--- config.mk ---
export PLATFORM = sky130hd
export DESIGN_NAME = qrm_div_cell
export DESIGN_NICKNAME = d
export VERILOG_FILES = /design/src/rtl/qrm_pkg.sv /design/src/rtl/qrm_div_cell.sv
export SDC_FILE = /design/constraint.sdc
export NUM_CORES = 1
export LEC_CHECK = 0
export BUFFER_PORTS_ARGS = -buffer_cell sky130_fd_sc_hd__buf_2
export CORE_AREA = 2 2 389 391
export DETAILED_ROUTE_END_ITERATION = 12
export DIE_AREA = 0 0 391 393
export GPL_TIMING_DRIVEN = 0
export PLACE_DENSITY = 0.5
export RECOVER_POWER = 100
export SLEW_MARGIN = 10
export SYNTH_ARGS = -nofsm -noshare
export SYNTH_HDL_FRONTEND = slang
export SYNTH_SLANG_ARGS = --single-unit
--- constraint.sdc ---
create_clock -name clock -period 5.2 [get_ports clock]
set_clock_uncertainty 0.05 [all_clocks]
set_input_delay 0 -clock clock [delete_from_list [all_inputs] [get_ports clock]]
set_output_delay 0 -clock clock [all_outputs]
set_load 0.005 [all_outputs]
--- src/rtl/qrm_pkg.sv ---
// Package for the quaternion to rotation matrix block.
// Holds widths, register codes and the divider pipeline payload type.
// Used by every module of the block; depends on nothing.
package qrm_pkg;

   localparam int FRAC_BITS  = 14;
   localparam int WORD_W     = 16;
   localparam int SQ_W       = 31;               // square of a 16-bit signed value
   localparam int PROD_W     = 32;               // cross product, signed
   localparam int N2_W       = 33;               // squared length, up to 2^32
   localparam int REM_W      = 34;               // partial remainder after shift
   localparam int NUM_W      = 35;               // signed numerator
   localparam int QB         = FRAC_BITS + 2;    // quotient bits, one per cell
   localparam int NUM_CELLS  = QB;
   localparam int NLANE      = 9;
   localparam int Q_W        = QB - 1;           // rounded magnitude
   localparam int SAT_W      = (FRAC_BITS + 2 > 17) ? FRAC_BITS + 2 : 17;

   localparam logic [Q_W-1:0]    ONE_Q   = Q_W'(1) << FRAC_BITS;
   localparam logic [WORD_W-1:0] ONE_SAT =
      (FRAC_BITS >= 15) ? WORD_W'(32767) : WORD_W'(1) << FRAC_BITS;

   localparam logic signed [SAT_W-1:0] SAT_MAX = SAT_W'(32767);
   localparam logic signed [SAT_W-1:0] SAT_MIN = -SAT_W'(32768);

   // configuration port
   localparam int CSR_ADDR_W = 3;
   localparam int CSR_DATA_W = 32;
   localparam int CSR_IDX_W  = CSR_ADDR_W - 2;
   localparam logic [CSR_IDX_W-1:0] REG_MIN_NORM_SQ = CSR_IDX_W'(0);
   localparam logic [WORD_W-1:0]    MIN_NORM_SQ_RST = WORD_W'(1);

   // lane order: e0 e1 e2 e4 e5 e6 e8 e9 e10
   typedef struct packed {
      logic [N2_W-1:0]                den;
      logic [NLANE-1:0]               neg;
      logic [NLANE-1:0][REM_W-1:0]    rem;
      logic [NLANE-1:0][QB-1:0]       quo;
      logic                           degen;
   } div_type;

endpackage

--- src/rtl/qrm_div_cell.sv ---
// One cell of the divider chain: settles one quotient bit in each of the
// nine lanes and hands remainder and quotient to the next cell.
// Depends on qrm_pkg.
module qrm_div_cell (
   input  logic             clock,
   input  logic             reset,
   input  logic             adv,
   input  logic             in_valid,
   input  qrm_pkg::div_type in_d,
   output logic             out_valid,
   output qrm_pkg::div_type out_d
);
   import qrm_pkg::*;

   logic    valid_ff;
   div_type d_ff, d_in;

   always_comb begin
      logic             ge;
      logic [REM_W-1:0] r;
      d_in = in_d;
      for (int i = 0; i < NLANE; i++) begin
         ge = in_d.rem[i] >= REM_W'(in_d.den);
         r  = ge ? in_d.rem[i] - REM_W'(in_d.den) : in_d.rem[i];
         // remainder is now below den, so the shift cannot overflow
         d_in.rem[i] = r << 1;
         d_in.quo[i] = {in_d.quo[i][QB-2:0], ge};
      end
   end

   always_ff @(posedge clock) begin
      if (reset) begin
         valid_ff <= 1'b0;
      end else if (adv) begin
         valid_ff <= in_valid;
      end
      if (adv) begin
         d_ff <= d_in;
      end
   end

   assign out_valid = valid_ff;
   assign out_d     = d_ff;

endmodule

# After elaboration in Yosys (flattened, before gate mapping)
# Cells that the tools add are included.
[totals] register_bits=485 in_bits=497 output_inout_bits=494
[op_classes] add_sub_neg=9 n_lt_le_gt_ge=9 mux=9
[op_table] op="$ge 34x33->1" n=9
[op_table] op="$mux 33" n=9
[op_table] op="$sub 33x33->33" n=9

# Longest topological paths before layout
# Gate-level depths: netlist (run 1).
[logic_depth] depth_word=2 depth_mapped=17 ltp_nobuf=14

# Least setup slack after synthesis (run 1)
# OpenSTA, ideal clock, no wires.
[synth_timing] path_kind="input to register" startpoint="input port in_d[461] in the netlist's numbering" endpoint="register d_ff, in the netlist out_d[272] (data pin)" setup_time_ns=0.260 t_arrival_ns=3.543 setup_slack_ns=1.347 path_stages=13 cell_sequence="inv_1 > fa_1 > a21o_1 > a221oi_2 > o21ai_1 > a221o_1 > a211oi_4 > o21a_2 > o21ai_1 > a221o_1 > a211oi_4 > buf_6 > mux2_2"
[synth_rtl] element="start: declaration" line="qrm_div_cell.sv:9" source="input qrm_pkg::div_type in_d,"
[synth_rtl] element="end signal: assignment" line="qrm_div_cell.sv:38" source="d_ff <= d_in;"
[synth_rtl] element="end: declaration" line="qrm_div_cell.sv:16" source="div_type d_ff, d_in;"

==> results of run 1 <==
layer usage:
metal	vias to the layer above	wire (um)	track usage
met5	-	290	0
met1	15719	70500	0.265
met3	299	14500	0.0560
met2	1381	79500	0.353
li1	15416	-	-
met4	46	8850	0.103
synthesized netlist by cell type, drive strengths merged (28+ instances only):
cell type / instances
a211oi: 30
a21o: 161
a21oi: 358
a31oi: 28
clkbuf: 86
edfxtp: 484
ha: 297
inv: 112
mux2: 135
nand2: 238
nand2b: 35
nand3: 56
nand4: 48
nor2: 213
nor2b: 32
o21a: 34
o21ai: 204
o21bai: 44
xnor2: 151
xor2: 115
area by class of cell:
class | instances | area, um^2
Antenna cell | 28 | 70.1
Inverter | 112 | 433
Multi-Input combinational cell | 2455 | 17500
Clock inverter | 42 | 420
Clock buffer | 81 | 1770
Timing Repair Buffer | 1668 | 11500
Fill cell | 15624 | 100000
Buffer | 103 | 452
Sequential cell | 485 | 14600
Tap cell | 1944 | 2430
cell families (layout without fill, tap and decap cells):
group	Yosys count	after routing	share of synthesized area
flip-flops	485	485	0.442
adder cells (fa/ha/maj)	306	306	0.118
XOR/XNOR	266	266	0.0708
AND/OR/NAND/NOR	732	732	0.104
multiplexers	142	142	0.0483
other	1	37	0.000114
AO/OA/AOI/OAI	1000	1000	0.190
buffers and inverters	215	2006	0.0263
how the worst min path moves through the flow:
stage / slack, ns / to
3_3_place_gp: 0.11 / out_valid
3_5_place_dp: 0.11 / out_valid
4_1_cts: 0.003 / out_d[71]
6_report: 0.06 / out_d[460]
2_1_floorplan: 0.02 / out_valid
5_1_grt: 0.02 / out_d[460]
timing repair:
item,4_1_cts,5_1_grt
hold buffers,675,0
endpoints found under the setup margin,0,46
hold endpoints to repair,529,0
resized for setup,0,21
setup buffers,0,3
stage by stage:
stage	power (mW)	TNS [ns]	hold slack, ns	setup WS (ns)	instances
after global placement	9.24	-2058.88	0.113	-4.30	6071
after global routing	15.1	-0.0502	0.0175	-0.0188	6905
after CTS	14.6	0	0.00345	0.0239	6887
after floorplan	7.31	0	0.0224	1.35	3155
after detailed placement	9.22	-6.29	0.115	-0.426	6089
final	14.3	0	0.0611	0.0741	6918
worst register-to-register path, stage by stage, from the launching register on:
cell and delay, ns:
dfxtp_1 0.31, mux2i_1 0.14, nor2_1 0.07, dlygate4sd3_1 0.56
power by group through the flow:
stage | sequential, mW | combinational [mW] | clock [mW]
final | 5.15 | 4.44 | 4.74
after global routing | 5.19 | 4.82 | 5.05
after CTS | 5.14 | 4.57 | 4.92
after detailed placement | 5.20 | 4.01 | 0
after global placement | 5.27 | 3.97 | 0
after floorplan | 5.24 | 2.07 | 0
sequential cells by signal, indices dropped and copies added, names as in the netlist:
name,flops
out_d,484
out_valid,1
placed cells by master (no fill, tap or decap), types with 10 or more instances in the layout:
cell and count:
a221oi_1 10, ha_1 297, edfxtp_1 484, nand2b_1 35, a31oi_1 28, a31o_2 10
o211ai_1 12, nand2_1 238, clkinv_1 14, nand3_1 56, xnor2_1 151, a21oi_1 357
mux2_1 23, o21ai_0 201, and3_1 24, a211oi_1 28, inv_2 28, xor2_1 115
buf_2 548, nand4_1 48, clkbuf_16 69, mux2_2 112, a21o_1 161, nor2_1 213
diode_2 28, clkbuf_1 518, inv_1 80, nor3_1 24, buf_4 12, o31ai_1 17
o21bai_1 44, nor2b_1 32, a211o_1 10, dlygate4sd3_1 675, o21a_1 33
==> flow_metrics.tcl, run 1 <==
set metrics [dict create \
    status "finished, violations left" \
    violations "capacitance limit, slew limit" \
    area_delta_synth_final_pct 49.4 \
    finish.net_count 5697 \
    tightest_slew_ns 3.24 \
    design_area_um2 49200 \
    grt_start_max_net_pins 111 \
    clock_power_share 0.331 \
    synth-seq-cells 485 \
    holdCritStartpoint "in_d[460]" \
    hold_viol_final 0 \
    path_class "in2reg" \
    period_needed_ns 5.13 \
    wl_per_cell_um 25.1 \
    die-area_um2 154000 \
    clk_latency_ns 0.65 \
    path_depth 17 \
    grt.total_usage 0.216 \
    drc 0 \
    crit_path_start "in_d[462]" \
    cp.arrival_ns 5.48 \
    antenna_found_initial 80 \
    drt_iter0_drc 2594 \
    async_flop_share 0 \
    ir_worst_vdd_mv 0.216 \
    holdPathStages 1 \
    crit_path_end_kind "register" \
    portBuffers 972 \
    yosys_warnings 0 \
    syn_inst 3147 \
    dr_total_vias 32861 \
    rows 142 \
    power.density_nw_per_um2 291 \
    gp_congestion 0.886 \
    cts.clk_slew.worst_paths_ns 0.06 \
    grt_pass1_vias 32101 \
    cts_tree "done" \
    p_sw_frac 0.330 \
    cts_buffers 69 \
    gr-total-overflow 0 \
    synth_top_area_share 0.442 \
    period_share 0.986 \
    postRouteAntennaNets 0 \
    io_pins 991 \
    cts.sinks 485 \
    required_ns 5.55 \
    crit_end "out_d[252]" \
    cp_slowest_cell "dlygate4sd3_1" \
    synth_edf_count 484 \
    crit_path_max_incr_delay_ns 0.57 \
    grt_pass1_wl_mm 236 \
    start_util 0.221 \
    crit_family "compound AO/OA/AOI/OAI gates" \
    p_int_mw 9.60 \
    viasPerCell 4.75 \
    totalWireLength_mm 174 \
    setup.worst_path.start_class "primary input" \
    synth.yosys.seq_area_share 0.442 \
    placed_cell_area_um2 40700 \
    fp.dieH_um 393 \
    p_leak_nw 20.1 \
    core_um2 149000 \
    final_core_util 0.329 \
    drive_above_1_share 0.173 \
    yosysTopAreaCell "edfxtp_1" \
    comb_power_share 0.310 \
    ys.flop_type "edfxtp_1" \
    synthTopCellsByArea "edfxtp_1, ha_1, a21oi_1" \
    detailed_place_hpwl_mm 135 \
    yosys.cell_types.count 72 \
    die_x_um 391 \
    first_pass_iters 5 \
    clockBufferDepth 3 \
    maxCapViolCount 3 \
    setup_violations 0 \
    slew_headroom -1.16 \
    reg2reg_setup_slack_ns 3.95 \
    r2r_start "out_valid" \
    netlist_area_um2 32900 \
    root_buffer "clkbuf_16" \
    syn_area_per_cell_um2 10.5 \
    slew_violations 225 \
    htree_num_levels 3 \
    worst-path-buf-inv 6 \
    critPathMaxFanout 10 \
    critical_path.cell_chain "dlygate4sd3_1, buf_2, inv_2, buf_12, ha_1, a21o_1, a221oi_2, o21ai_1, a221o_1, a211oi_4, o21a_2, o21ai_1, a221o_1, a211oi_4, buf_6, mux2_2, dlygate4sd3_1" \
    worstRegToRegCells 3 \
    worstHoldPathType "in2reg" \
    r2r-end "out_valid" \
    power.net_switching_mw 4.73 \
    pwr-share-seq 0.359 \
    fmax_mhz 195 \
]
(Power assumes the default switching activity.)
==> run 2: changes to the inputs <==
- PLACE_DENSITY: 0.5 -> 0.48
==> run 2 against run 1 <==
  * First-iteration DRC count is 12% lower
  * Worst setup slack improved by 0.052 ns
  * Sequential share of layout area shrank 0.13 points
  * Critical path type unchanged
  * Largest cell class unchanged
  * Clock power rose by 3%
  * Final cell count is 0.33% higher
  * The run still ends with capacitance limit, slew limit left
  * Worst hold slack got worse by 0.0027 ns
  * Power grew 1.2%
  * Utilization rose by 0.14 points
  * Sequential cell count stayed put
  * Wire length is 0.55% higher
  * Clock-buffer cell count shrank 5
  * Critical path depth is 1 higher
==> flow_metrics.tcl, run 2 (synthesized netlist as in run 1, its figures left out) <==
set metrics [dict create \
    gr-total-overflow 0 \
    setup_violations 0 \
    clockBufferDepth 3 \
    grt.total_usage 0.218 \
    slew_violations 122 \
    p_leak_nw 20.1 \
    period_needed_ns 5.07 \
    grt_pass1_vias 32226 \
    drt_iter0_drc 2275 \
    totalWireLength_mm 175 \
    hold_viol_final 0 \
    viasPerCell 4.74 \
    wl_per_cell_um 25.1 \
    start_util 0.221 \
    path_class "in2reg" \
    cp.arrival_ns 5.43 \
    gp_congestion 0.872 \
    cts_tree "done" \
    postRouteAntennaNets 0 \
    rsz0062_at_grt "no" \
    cts_buffers 68 \
    critPathMaxFanout 13 \
    grt_start_max_net_pins 101 \
    power.density_nw_per_um2 294 \
    largest_reg_flops 484 \
    dpl_worst_slack_ns -0.543 \
    worstHoldPathType "in2reg" \
    drc 0 \
    detailed_place_hpwl_mm 135 \
    fmax_mhz 197 \
    fp.dieH_um 393 \
    core_um2 149000 \
    crit_path_end_kind "register" \
    antenna_found_initial 77 \
    grt_pass1_wl_mm 238 \
    drive_above_1_share 0.173 \
    area_delta_synth_final_pct 50.0 \
    slew_headroom -1.02 \
    ir_worst_vdd_mv 0.223 \
    setup.worst_path.start_class "primary input" \
    htree_num_levels 3 \
    violations "capacitance limit, slew limit" \
    status "finished, violations left" \
    rows 142 \
    design_area_um2 49400 \
    portBuffers 972 \
    clk_latency_ns 0.67 \
    dr_total_vias 32900 \
    final_common_cell "dlygate4sd3_1" \
    die_x_um 391 \
    cts.sinks 485 \
    maxCapViolCount 1 \
    first_pass_iters 5 \
    layout_common_cells "dlygate4sd3_1, buf_2, clkbuf_1" \
    period_share 0.976 \
    fin_ws_ns 0.126 \
    placed_cell_area_um2 40700 \
    final_core_util 0.331 \
    required_ns 5.56 \
    cts.clk_slew.worst_paths_ns 0.06 \
    finish.net_count 5713 \
    root_buffer "clkbuf_16" \
    power_mw 14.5 \
    tightest_slew_ns 3.03 \
    io_pins 991 \
    die-area_um2 154000 \
]
run 2: cell count changes in the layout (fill, tap and decap cells not counted), moves of 6 or more:
cell           delta
buf_2            -12
clkinv_1          -6
diode_2           +6
clkbuf_1          +8
dlygate4sd3_1    +18
run 2: what timing repair did:
action / CTS / global route
endpoints found under the hold margin: 541 / 0
setup buffers: 0 / 3
setup endpoints to repair: 0 / 41
resized for setup: 0 / 14
hold buffers: 693 / 0
run 2: report_power, final:
part	leakage, nW	total, mW	switching (mW)	internal (mW)
Clock	1.09	4.90	2.14	2.77
Combinational	14.3	4.46	2.51	1.94
Sequential	4.75	5.14	0.171	4.97
run 2: worst paths after layout:
path	to	slack, ns	cells after the start	start
setup / recovery	out_d[279]	0.13	18	in_d[461]
hold / removal	out_d[54]	0.06	2	in_d[53]
setup reg to reg	out_valid	4.00	3	out_valid
hold reg to reg	out_valid	1.00	3	out_valid
run 2: layout make-up:
| class | count | area [um^2] |
|---|---|---|
| clock buffers | 76 | 1740 |
| well taps | 1944 | 2430 |
| flip-flops and latches | 485 | 14600 |
| repair buffers | 1685 | 11600 |
| inverters | 112 | 420 |
| plain buffers | 103 | 449 |
| clock inverters | 47 | 533 |
| multi-input cells | 2455 | 17500 |
| diodes | 34 | 85.1 |
| fillers | 15657 | 99900 |
run 2: per-stage QoR:
step                      setup TNS (ns)  hold WS, ns  cells
after floorplan                        0       0.0224   3155
after global placement          -2160.65        0.111   6071
after detailed placement           -7.58        0.121   6088
after CTS                              0      0.00284   6904
after global routing                   0       0.0196   6923
final                                  0       0.0585   6941
run 2: worst max-delay path, cell delays in order:
cell and delay, ns:
dlygate4sd3_1 0.54, buf_2 0.20, inv_2 0.23, buf_12 0.26
fa_1 0.46, a21o_1 0.21, a221oi_2 0.29, o21ai_1 0.19
a221o_1 0.39, a211oi_4 0.38, o21a_2 0.26, o21ai_0 0.10
a221o_1 0.35, a211oi_4 0.20, buf_4 0.19, buf_4 0.22
mux2_2 0.35, dlygate4sd3_1 0.58
run 2: routing by layer:
metal	vias to the layer above	global-route usage	wire [um]
met4	40	0.110	10200
met1	15841	0.266	70600
met2	1278	0.358	80500
met5	-	0	270
li1	15443	-	-
met3	298	0.0525	13000
